[config.mk]
export PLATFORM = sky130hd
export DESIGN_NAME = auto_ranging_level_bar_meter_top
export DESIGN_NICKNAME = d
export VERILOG_FILES = /design/src/sv/arbm_pkg.sv /design/src/sv/arbm_ctrl.sv /design/src/sv/arbm_dp.sv /design/src/sv/auto_ranging_level_bar_meter_top.sv
export SDC_FILE = /design/constraint.sdc
export NUM_CORES = 1
export LEC_CHECK = 0
export ABC_CLOCK_PERIOD_IN_PS = 6200
export BUFFER_PORTS_ARGS = -buffer_cell sky130_fd_sc_hd__buf_2
export CAP_MARGIN = 20
export CORE_ASPECT_RATIO = 0.75
export CORE_MARGIN = 10
export CORE_UTILIZATION = 25
export CTS_CLUSTER_SIZE = 40
export DETAILED_ROUTE_END_ITERATION = 8
export GPL_ROUTABILITY_DRIVEN = 0
export GPL_TIMING_DRIVEN = 0
export HOLD_SLACK_MARGIN = 0.15
export PLACE_DENSITY_LB_ADDON = 0.3
export SLEW_MARGIN = 20
export SYNTH_ARGS = -nofsm -noshare
export SYNTH_HDL_FRONTEND = slang
export SYNTH_SLANG_ARGS = --single-unit
[constraint.sdc]
create_clock -name clk -period 6.2 [get_ports clk]
set_clock_uncertainty 0.15 [all_clocks]
set_input_delay 0.62 -clock clk [delete_from_list [all_inputs] [get_ports clk]]
set_output_delay 0.62 -clock clk [all_outputs]
set_load 0.005 [all_outputs]
[src/sv/arbm_pkg.sv]
`timescale 1ns / 1ps
// ----------------------------------------------------------------------------
// arbm_pkg
// Shared types and constants for the auto-ranging level bar meter: widths,
// reset values, controller states and the command/status bundles.
// ----------------------------------------------------------------------------
package arbm_pkg;

    // field widths
    localparam int SAMPLE_W = 12;
    localparam int CAL_W    = 8;
    localparam int PCT_W    = 7;
    localparam int BAR_W    = 4;
    // (sample - min) * 100 fits in 19 bits
    localparam int NUM_W    = 19;
    // quotient is at most 100, so seven quotient bits
    localparam int STEP_W   = 3;

    // reset values of the tracked range and the calibration length
    localparam logic [SAMPLE_W-1:0] MIN_RESET = 12'd4095;
    localparam logic [SAMPLE_W-1:0] MAX_RESET = 12'd3240;
    localparam logic [CAL_W-1:0]    CAL_RESET = 8'd10;

    // scale and bar thresholds
    localparam logic [PCT_W-1:0] FULL_SCALE = 7'd100;
    localparam logic [PCT_W-1:0] LED0_LEVEL = 7'd20;
    localparam logic [PCT_W-1:0] LED1_LEVEL = 7'd40;
    localparam logic [PCT_W-1:0] LED2_LEVEL = 7'd60;
    localparam logic [PCT_W-1:0] LED3_LEVEL = 7'd80;

    // first quotient bit tried by the divider
    localparam logic [STEP_W-1:0] STEP_FIRST = 3'd6;
    localparam logic [STEP_W-1:0] STEP_LAST  = 3'd0;

    // controller states
    typedef enum logic [1:0] {
        ST_IDLE,
        ST_PREP,
        ST_DIV,
        ST_DONE
    } arbm_state_t;

    // controller to datapath
    typedef struct packed {
        logic accept;     // take a sample request, update range and count
        logic prep;       // form numerator and divisor
        logic div_step;   // one restoring division step
        logic load_out;   // move the result into the output register
    } arbm_cmd_t;

    // datapath to controller
    typedef struct packed {
        logic calibrating;  // count still below calibration length
        logic div_last;     // current division step is the final one
        logic out_free;     // output register can take a result now
    } arbm_status_t;

endpackage

[src/sv/arbm_ctrl.sv]
`timescale 1ns / 1ps
// ----------------------------------------------------------------------------
// arbm_ctrl
// Sequencer: accepts a sample request, skips result work while calibrating,
// then steps the datapath through preparation, division and output load.
// ----------------------------------------------------------------------------
module arbm_ctrl (
    input  logic                  clk,
    input  logic                  rst_n,
    input  logic                  in_valid,
    output logic                  in_ready,
    input  arbm_pkg::arbm_status_t status,
    output arbm_pkg::arbm_cmd_t    cmd
);
    import arbm_pkg::*;

    arbm_state_t state_reg;
    arbm_state_t state_next;

    // state register
    always_ff @(posedge clk or negedge rst_n)
    begin
        if (!rst_n)
        begin
            state_reg <= ST_IDLE;
        end
        else
        begin
            state_reg <= state_next;
        end
    end

    // next state
    always_comb
    begin
        state_next = state_reg;
        case (state_reg)
            ST_IDLE:
            begin
                if (in_valid && !status.calibrating)
                begin
                    state_next = ST_PREP;
                end
            end
            ST_PREP:
            begin
                state_next = ST_DIV;
            end
            ST_DIV:
            begin
                if (status.div_last)
                begin
                    state_next = ST_DONE;
                end
            end
            ST_DONE:
            begin
                if (status.out_free)
                begin
                    state_next = ST_IDLE;
                end
            end
            default:
            begin
                state_next = ST_IDLE;
            end
        endcase
    end

    // outputs
    always_comb
    begin
        in_ready     = 1'b0;
        cmd          = '0;
        case (state_reg)
            ST_IDLE:
            begin
                in_ready   = 1'b1;
                cmd.accept = in_valid;
            end
            ST_PREP:
            begin
                cmd.prep = 1'b1;
            end
            ST_DIV:
            begin
                cmd.div_step = 1'b1;
            end
            ST_DONE:
            begin
                cmd.load_out = status.out_free;
            end
            default:
            begin
                in_ready = 1'b0;
            end
        endcase
    end

    // a calibration sample leaves the sequencer idle
    assert property (@(posedge clk) disable iff (!rst_n)
        (state_reg == ST_IDLE && in_valid && status.calibrating) |=> (state_reg == ST_IDLE))
        else $error("calibration sample started result work");

    // a result load always returns to idle
    assert property (@(posedge clk) disable iff (!rst_n)
        cmd.load_out |=> (state_reg == ST_IDLE))
        else $error("sequencer did not return to idle after output load");

    // only one command at a time
    assert property (@(posedge clk) disable iff (!rst_n)
        $onehot0({cmd.accept, cmd.prep, cmd.div_step, cmd.load_out}))
        else $error("more than one datapath command issued");

endmodule

[src/sv/arbm_dp.sv]
`timescale 1ns / 1ps
// ----------------------------------------------------------------------------
// arbm_dp
// Datapath: tracked range, calibration count, numerator and divisor set-up,
// a seven-step restoring divider and the output register with bar decode.
// ----------------------------------------------------------------------------
module arbm_dp (
    input  logic                           clk,
    input  logic                           rst_n,
    input  arbm_pkg::arbm_cmd_t             cmd,
    output arbm_pkg::arbm_status_t          status,
    input  logic [arbm_pkg::SAMPLE_W-1:0]   sample,
    input  logic                           cfg_valid,
    input  logic [arbm_pkg::CAL_W-1:0]      cfg_data,
    output logic                           out_valid,
    input  logic                           out_ready,
    output logic [arbm_pkg::PCT_W-1:0]      percent,
    output logic [arbm_pkg::BAR_W-1:0]      bar_leds,
    output logic [arbm_pkg::SAMPLE_W-1:0]   range_low,
    output logic [arbm_pkg::SAMPLE_W-1:0]   range_high
);
    import arbm_pkg::*;

    logic [SAMPLE_W-1:0] min_reg;
    logic [SAMPLE_W-1:0] max_reg;
    logic [SAMPLE_W-1:0] min_next;
    logic [SAMPLE_W-1:0] max_next;
    logic [CAL_W-1:0]    cal_len_reg;
    logic [CAL_W-1:0]    count_reg;
    logic [SAMPLE_W-1:0] sample_reg;
    logic [NUM_W-1:0]    rem_reg;
    logic [SAMPLE_W-1:0] div_reg;
    logic [PCT_W-1:0]    quot_reg;
    logic [STEP_W-1:0]   step_reg;
    logic                out_valid_reg;
    logic [PCT_W-1:0]    pct_reg;
    logic [BAR_W-1:0]    bar_reg;
    logic [SAMPLE_W-1:0] low_reg;
    logic [SAMPLE_W-1:0] high_reg;

    logic                range_pos;
    logic [SAMPLE_W-1:0] diff;
    logic [NUM_W-1:0]    numerator;
    logic [NUM_W-1:0]    div_shifted;
    logic                fits;
    logic [BAR_W-1:0]    bar_next;

    // range update with the incoming sample
    assign min_next = (sample < min_reg) ? sample : min_reg;
    assign max_next = (sample > max_reg) ? sample : max_reg;

    // status back to the controller
    assign status.calibrating = (count_reg < cal_len_reg);
    assign status.div_last    = (step_reg == STEP_LAST);
    assign status.out_free    = !out_valid_reg || out_ready;

    // tracked range, calibration length and count
    always_ff @(posedge clk or negedge rst_n)
    begin
        if (!rst_n)
        begin
            min_reg     <= MIN_RESET;
            max_reg     <= MAX_RESET;
            cal_len_reg <= CAL_RESET;
            count_reg   <= '0;
        end
        else
        begin
            if (cfg_valid)
            begin
                cal_len_reg <= cfg_data;
            end
            if (cmd.accept)
            begin
                min_reg <= min_next;
                max_reg <= max_next;
                if (status.calibrating)
                begin
                    count_reg <= count_reg + 1'b1;
                end
            end
        end
    end

    // numerator and divisor set-up
    assign range_pos = (max_reg > min_reg);
    assign diff      = sample_reg - min_reg;
    assign numerator = NUM_W'(diff) * NUM_W'(FULL_SCALE);

    // one restoring step per cycle
    assign div_shifted = NUM_W'(div_reg) << step_reg;
    assign fits        = (rem_reg >= div_shifted);

    // sample hold and divider
    always_ff @(posedge clk)
    begin
        if (cmd.accept)
        begin
            sample_reg <= sample;
        end
        if (cmd.prep)
        begin
            // an empty or inverted range divides zero by one
            rem_reg  <= range_pos ? numerator : '0;
            div_reg  <= range_pos ? (max_reg - min_reg) : SAMPLE_W'(1);
            quot_reg <= '0;
        end
        else if (cmd.div_step)
        begin
            if (fits)
            begin
                rem_reg            <= rem_reg - div_shifted;
                quot_reg[step_reg] <= 1'b1;
            end
        end
    end

    // division step counter
    always_ff @(posedge clk or negedge rst_n)
    begin
        if (!rst_n)
        begin
            step_reg <= STEP_FIRST;
        end
        else if (cmd.prep)
        begin
            step_reg <= STEP_FIRST;
        end
        else if (cmd.div_step && !status.div_last)
        begin
            step_reg <= step_reg - 1'b1;
        end
    end

    // thermometer bar
    always_comb
    begin
        bar_next    = '0;
        bar_next[0] = (quot_reg >= LED0_LEVEL);
        bar_next[1] = (quot_reg >= LED1_LEVEL);
        bar_next[2] = (quot_reg >= LED2_LEVEL);
        bar_next[3] = (quot_reg >= LED3_LEVEL);
    end

    // output valid
    always_ff @(posedge clk or negedge rst_n)
    begin
        if (!rst_n)
        begin
            out_valid_reg <= 1'b0;
        end
        else if (cmd.load_out)
        begin
            out_valid_reg <= 1'b1;
        end
        else if (out_ready)
        begin
            out_valid_reg <= 1'b0;
        end
    end

    // output payload
    always_ff @(posedge clk)
    begin
        if (cmd.load_out)
        begin
            pct_reg  <= quot_reg;
            bar_reg  <= bar_next;
            low_reg  <= min_reg;
            high_reg <= max_reg;
        end
    end

    assign out_valid  = out_valid_reg;
    assign percent    = pct_reg;
    assign bar_leds   = bar_reg;
    assign range_low  = low_reg;
    assign range_high = high_reg;

    // percent never passes full scale
    assert property (@(posedge clk) disable iff (!rst_n)
        cmd.load_out |-> (quot_reg <= FULL_SCALE))
        else $error("quotient above full scale");

    // the minimum never rises
    assert property (@(posedge clk) disable iff (!rst_n)
        1'b1 |=> (min_reg <= $past(min_reg)))
        else $error("tracked minimum increased");

    // the count only moves on an accepted sample
    assert property (@(posedge clk) disable iff (!rst_n)
        !cmd.accept |=> $stable(count_reg))
        else $error("calibration count changed without a sample");

endmodule

[src/sv/auto_ranging_level_bar_meter_top.sv]
`timescale 1ns / 1ps
// ----------------------------------------------------------------------------
// auto_ranging_level_bar_meter_top
// Auto-ranging level meter: running min/max tracking, percent position of
// each sample in that range and a four-segment thermometer bar.
// ----------------------------------------------------------------------------
// Each sample request updates the tracked minimum and maximum at once. While
// the calibration count is below the calibration length a request only advances
// the count, produces no result and the block is ready again on the next
// cycle. Any other request passes in order through acceptance, forming
// (sample - min) * 100 and the divisor, seven steps of the restoring divider
// that yields one quotient bit per cycle, and finally the load of the
// output register. The output register holds a
// finished result until taken; if it is still occupied the next result waits
// in the sequencer and no new request is taken. The register write port is
// always ready and writing it clears neither the count nor the range.
// ----------------------------------------------------------------------------
module auto_ranging_level_bar_meter_top (
    input  logic                           clk,
    input  logic                           rst_n,
    input  logic                           cfg_valid,
    output logic                           cfg_ready,
    input  logic [arbm_pkg::CAL_W-1:0]      cfg_data,
    input  logic                           in_valid,
    output logic                           in_ready,
    input  logic [arbm_pkg::SAMPLE_W-1:0]   sample,
    output logic                           out_valid,
    input  logic                           out_ready,
    output logic [arbm_pkg::PCT_W-1:0]      percent,
    output logic [arbm_pkg::BAR_W-1:0]      bar_leds,
    output logic [arbm_pkg::SAMPLE_W-1:0]   range_low,
    output logic [arbm_pkg::SAMPLE_W-1:0]   range_high
);
    import arbm_pkg::*;

    arbm_cmd_t    cmd;
    arbm_status_t status;

    // register port always takes a write
    assign cfg_ready = 1'b1;

    // sequencer
    arbm_ctrl u_ctrl (
        .clk      (clk),
        .rst_n    (rst_n),
        .in_valid (in_valid),
        .in_ready (in_ready),
        .status   (status),
        .cmd      (cmd)
    );

    // datapath
    arbm_dp u_dp (
        .clk        (clk),
        .rst_n      (rst_n),
        .cmd        (cmd),
        .status     (status),
        .sample     (sample),
        .cfg_valid  (cfg_valid),
        .cfg_data   (cfg_data),
        .out_valid  (out_valid),
        .out_ready  (out_ready),
        .percent    (percent),
        .bar_leds   (bar_leds),
        .range_low  (range_low),
        .range_high (range_high)
    );

endmodule

==> metrics.txt, run 1 <==
outcome complete, no violations; Reg2Reg Depth 20; setup_tns 0 ps; Sink Count roughly 130; critical path's slowest cell dfstp_2; # diodes 0; Worst R2R Start u_dp.min_reg[0]; Syn. warnings 0; Final Setup Violations 0; initial antenna violation count 0; Final period util 93.0%; ys async rst share between 30% and 40%; WL final 21900 µm; Cell Chain, Critical Path ha_1 -> inv_1 -> fa_1 -> a21o_1 -> a21oi_2 -> o21bai_1 -> a21oi_1 -> o21ai_1 -> mux2_2 -> or2_1 -> ha_1 -> ha_1 -> ha_1 -> ha_1 -> a21o_1 -> a211oi_1 -> nor2_1 -> a211o_1 -> xnor2_1 -> o32ai_1; Tmin final 5760 ps; max reg flops 19; Pre-Repair DR Iteration Count 5; Crit. End Element flip-flop; Layout Nets 1093; Clock Latency Late Sink 440 ps; Rel. slew slack between 50% and 60%; Startpoint Class flip-flop; GRT overflow 0; flip-flop and latch area 3660 µm²; Most used DFF post-synth edfxtp_1; Seq cells post-synth 131; crit path DAT 5780 ps; CP most frequent cell ha_1; count of cells resized by post-cts repair 0; first-pass GRT wire length 35100 µm; largest net degree at the start of global routing 29; Routed Antenna Nets 0; Finished Cell Area 10600 µm²; Hold/Removal Path Class in -> reg; vias in the first global route 6376; CP peak stage delay around 570 ps; Total GRT Usage 10.1%; max-slew violation count 0; Seq/Total Area, Yosys 40.6%; Synth Net Count 1009; Std-Cell Rows 60; die area 44100 µm²; Final HPWL DP 17300 µm; max cap viols 0; Synth Area per Inst 10.5 µm²; Die W 239 µm; number of synthesized flops with an enable pin 78; placed cell area about 10000 µm²; die height 184 µm; Synth Instances 855; leading cell type in the layout, fill and taps excluded ha_1; clock transition at the registers of the reported paths 60 ps; Distinct cells, synth 67; Crit path required time 6220 ps; most frequent cells in the layout 120 x ha_1, 86 x inv_1, 78 x edfxtp_1; share of cells above drive strength 1 17.8%; multi-input combinational cell area a little under 5000 µm²; CTS root buf clkbuf_16; initial DRC count a little over 400; I/O pins 63; RSZ-0062 raised after global routing false; Max Clock Freq 0.173 GHz; Worst Hold Launch cfg_data[5]; worst-margin pin slew roughly 680 ps; initial core utilization 25.2%; core area 35700 µm²; fillers between 3000 and 4000; Hold EP u_dp.cal_len_reg[5]; Hold Path Stages 3; Buffers on Ports 61; Via density 4.59; routed len/inst ~15 µm; reg2reg end u_dp.rem_reg[18]; DRC 0; H-tree depth 4; CTS Buffer Depth 2; vias post-DR 6509; CP Class reg -> reg; Layout area overhead 17.1%; critical path fanouts, max 5; Synth Cell Area ~9000 µm²; reg2reg setup slack 440 ps; Util after Layout about 30%; final hold vios 0; TritonCTS clock tree done; number of CTS-inserted buffers 17
-- logic make-up after synthesis --
kind of cell,synth area share (%)
AOI/OAI and AO/OA,14.7
xor gates and xnor gates,5.05
adders and majority gates,18.7
buffers and inverters,4.53
DFF,40.6
muxes,5.86
other,0.0416
and+or+nand+nor,10.5
-- per-layer routing --
metal	up-vias	wire length, µm	track usage [%]
met5	-	0	0
met4	0	261	2.77
met3	21	998	2.85
met2	124	8460	13.2
met1	3083	12100	15.4
li1	3281	-	-
-- Yosys cell counts, types with 21 or more instances --
cell,n,area (µm²)
dfstp_2,21,552
xor2_1,21,184
a21oi_1,39,195
nand2_1,52,195
a21o_1,24,180
nor2_1,42,158
dfrtp_1,25,626
xnor2_1,31,272
mux2_2,30,338
edfxtp_1,78,2340
o21ai_0,44,220
ha_1,120,1500
nor3_1,21,105
inv_1,86,323
-- per-stage QoR --
stage	hold slack, ps	setup WS, ps	instances
2_1_floorplan	174	1120	855
3_3_place_gp	269	428	1381
3_5_place_dp	277	440	1384
4_1_cts	221	401	1417
5_1_grt	237	152	1417
6_report	244	436	1417
-- area by class of cell --
class | count | share of cell area [%]
clock inverter | 15 | 1.52
tap | 465 | 5.51
timing repair buffer | 65 | 3.51
sequential | 131 | 34.7
buffer | 20 | 0.806
inverter | 86 | 3.06
multi-input combinational | 618 | 46.9
clock buffer | 17 | 4.03
-- worst max-delay path by stage --
| stage | from | end | slack [ps] |
|---|---|---|---|
| after floorplan | u_dp.min_reg[0] | u_dp.rem_reg[18] | 1120 |
| after global routing | u_dp.min_reg[0] | u_dp.rem_reg[18] | 150 |
| after detailed placement | u_dp.min_reg[0] | u_dp.rem_reg[18] | 440 |
| final | u_dp.min_reg[0] | u_dp.rem_reg[18] | 440 |
| after global placement | u_dp.min_reg[0] | u_dp.rem_reg[18] | 430 |
| after CTS | u_dp.min_reg[0] | u_dp.rem_reg[18] | 400 |
-- worst max-delay path, delay by kind of cell (launching register included) --
kind	cells	cell delay [ps]
multiplexers	1	300
AND/OR/NAND/NOR	2	320
AO/OA/AOI/OAI	9	1870
XOR/XNOR	1	330
buffers and inverters	1	60
flip-flops	1	570
adder cells (fa/ha/maj)	6	1880
-- repair_timing --
item,4_1_cts,5_1_grt
setup endpoints to repair,0,0
setup buffers,0,0
hold endpoints to repair,4,0
hold buffers,1,0
Power of run 1 is not shown: default switching activity piles up to over one toggle a cycle in this logic, so the estimate is an artifact.
==> inputs of run 2 (changes only) <==
- ABC_AREA: unset -> 1
==> run 2 against run 1 <==
Net effect:
- register-to-register slack better by 830 ps
- global-route usage increased by 0.41 points
- first-iteration DRC count is 49% higher
- flip-flop and latch count unchanged
- utilization grew 0.32 points
- final cell count up 24%
==> metrics.txt, run 2 <==
outcome complete, no violations (unchanged); max cap viols 0 (unchanged); routed len/inst 13.7 µm (was 15.4 µm); Clock Latency Late Sink 440 ps (about the same); Max Clock Freq 0.203 GHz (was 0.173 GHz); Total GRT Usage 10.5% (was 10.1%); Tmin final 4940 ps (was 5760 ps); Via density 4.41 (was 4.59); H-tree depth 4 (unchanged); number of CTS-inserted buffers 17 (unchanged); leading cell type in the layout, fill and taps excluded nand2_1 (was ha_1); max reg flops 19 (unchanged); Sink Count 131 (unchanged); number of synthesized flops with an enable pin 78 (unchanged); Final Setup Violations 0 (unchanged); critical path's top delay family adder cells (unchanged); initial antenna violation count 0 (unchanged); # diodes 0 (unchanged); Layout area overhead 17.0% (was 17.1%); RSZ-0062 raised after global routing false (unchanged); final hold vios 0 (unchanged); initial DRC count 619 (was 415); commonest cells in the netlist 300 x nand2_1, 162 x inv_1, 120 x ha_1 (was 120 x ha_1, 86 x inv_1, 78 x edfxtp_1); Yosys top cell by area edfxtp_1 (unchanged); ys async rst share 35.1% (unchanged); CP most frequent cell nand2_1 (was ha_1); placed cell area 10500 µm² (was 9960 µm²); TritonCTS clock tree done (unchanged); Synth area leaders edfxtp_1 25%, ha_1 16%, nand2_1 12% (was edfxtp_1 26%, ha_1 17%, dfrtp_1 6.9%); setup_tns 0 ps (unchanged); die height 189 µm (was 184 µm); core area 37400 µm² (was 35700 µm²); worst-margin pin slew 819 ps (was 678 ps); CP peak stage delay 620 ps (was 570 ps); Final period util 79.6% (was 93.0%); Seq/Total Area, Yosys 38.4% (was 40.6%); Yosys top cell area share 24.6% (was 26.0%); crit path DAT 4970 ps (was 5780 ps); Rel. slew slack 45.3% (was 54.8%); die area 46500 µm² (was 44100 µm²); Cell Chain, Critical Path ha_1 -> inv_1 -> fa_1 -> xor2_1 -> ha_1 -> ha_1 -> ha_1 -> xnor3_1 -> ha_1 -> nand2_1 -> o21ai_0 -> nand3_1 -> nand2_1 -> nand2_1 -> nand2_1 -> nand2_1 -> nand3_1 -> nand2_1 (was ha_1 -> inv_1 -> fa_1 -> a21o_1 -> a21oi_2 -> o21bai_1 -> a21oi_1 -> o21ai_1 -> mux2_2 -> or2_1 -> ha_1 -> ha_1 -> ha_1 -> ha_1 -> a21o_1 -> a211oi_1 -> nor2_1 -> a211o_1 -> xnor2_1 -> o32ai_1); Synth Net Count 1319 (was 1009); share of cells above drive strength 1 11.6% (was 17.8%); Syn. warnings 0 (unchanged); Synth Cell Area 9540 µm² (was 9010 µm²); critical path's slowest cell dfstp_2 (unchanged); Crit. End Element flip-flop (unchanged); first-pass GRT wire length 39000 µm (was 35100 µm); Std-Cell Rows 61 (was 60); initial core utilization 25.5% (was 25.2%); Layout Nets 1401 (was 1093); Startpoint Class flip-flop (unchanged); Finished Cell Area 11200 µm² (was 10600 µm²); Routed Antenna Nets 0 (unchanged); Pre-Repair DR Iteration Count 5 (unchanged); Crit path required time 6230 ps (was 6220 ps); Hold/Removal Path Class in -> reg (unchanged); Synth Instances 1165 (was 855); largest net degree at the start of global routing 47 (was 29); vias in the first global route 7341 (was 6376); WL final 24200 µm (was 21900 µm); CP Class reg -> reg (unchanged); I/O pins 63 (unchanged); Seq cells post-synth 131 (unchanged); Worst Path Buf+Inv 1 (unchanged); CTS Buffer Depth 2 (unchanged); Final HPWL DP 19200 µm (was 17300 µm); clock transition at the registers of the reported paths 60 ps (about the same); CTS root buf clkbuf_16 (unchanged); vias post-DR 7785 (was 6509); Buffers on Ports 61 (unchanged); Most used DFF post-synth edfxtp_1 (unchanged); Synth Area per Inst 8.19 µm² (was 10.5 µm²); DRC 0 (unchanged); most frequent cells in the layout 300 x nand2_1, 162 x inv_1, 120 x ha_1 (was 120 x ha_1, 86 x inv_1, 78 x edfxtp_1); Distinct cells, synth 47 (was 67); critical path fanouts, max 5 (unchanged); Die W 246 µm (was 239 µm); most frequent cell after synthesis nand2_1 (was ha_1); max-slew violation count 0 (unchanged); final hold slack 247 ps (was 244 ps); GRT overflow 0 (unchanged)
run 2: per-layer routing:
layer  part of all wire [%]  track usage (%)  vias to the layer above
met2                     40             14.6                      166
li1                       -                -                     4031
met5                      0                0                        -
met4                   0.59             1.78                        0
met3                    5.7             3.07                       13
met1                     53             15.6                     3575
run 2: area by class of cell:
cell class / instances / area, µm²
Fill cell: 4025 / 26200
Sequential cell: 131 / 3660
Inverter: 164 / 618
Timing Repair Buffer: 63 / 345
Tap cell: 504 / 631
Clock buffer: 22 / 454
Clock inverter: 10 / 183
Multi-Input combinational cell: 849 / 5180
Buffer: 21 / 92.6
run 2: kinds of logic (layout without fill, tap and decap cells):
group / count (synthesis) / count (layout) / synth area share (%)
flip-flops: 131 / 131 / 38.4
multiplexers: 3 / 3 / 0.315
other: 1 / 1 / 0.0393
AO/OA/AOI/OAI: 202 / 202 / 11.9
adder cells (fa/ha/maj): 129 / 129 / 17.6
buffers and inverters: 185 / 280 / 7.45
XOR/XNOR: 32 / 32 / 3.08
AND/OR/NAND/NOR: 482 / 482 / 21.2
run 2: tightest hold or removal path, stage by stage:
cell and delay, ps:
buf_2 70, nand2_1 40, o21ai_0 60
run 2: repair_timing:
| action | CTS | global route |
|---|---|---|
| buffers inserted | 0 | 0 |
| resized for setup | 0 | 0 |
| hold endpoints to repair | 25 | 0 |
| hold buffers | 1 | 0 |
| setup endpoints to repair | 0 | 0 |
run 2: worst paths after layout:
check / depth (start not counted) / startpoint / slack (ps) / to
worst max register to register: 18 / u_dp.min_reg[0] / 1260 / u_dp.rem_reg[18]
worst min-delay path: 3 / cfg_data[7] / 250 / u_dp.cal_len_reg[7]
worst min register to register: 0 / u_dp.quot_reg[1] / 280 / u_dp.percent[1]
worst max-delay path: 18 / u_dp.min_reg[0] / 1260 / u_dp.rem_reg[18]
min in group asynchronous: 2 / rst_n / 590 / u_dp.max_reg[4]
max in group asynchronous: 2 / rst_n / 4860 / u_ctrl.state_reg[1]
run 2: stage by stage:
stage / instances / util [%] / setup WS (ps)
4_1_cts: 1764 / 29.8 / 1280
6_report: 1764 / 29.8 / 1260
5_1_grt: 1764 / 29.8 / 913
3_5_place_dp: 1731 / 28.1 / 1290
3_3_place_gp: 1730 / 28.0 / 1330
2_1_floorplan: 1165 / - / 1890
Power of run 2 is left out for the same reason.
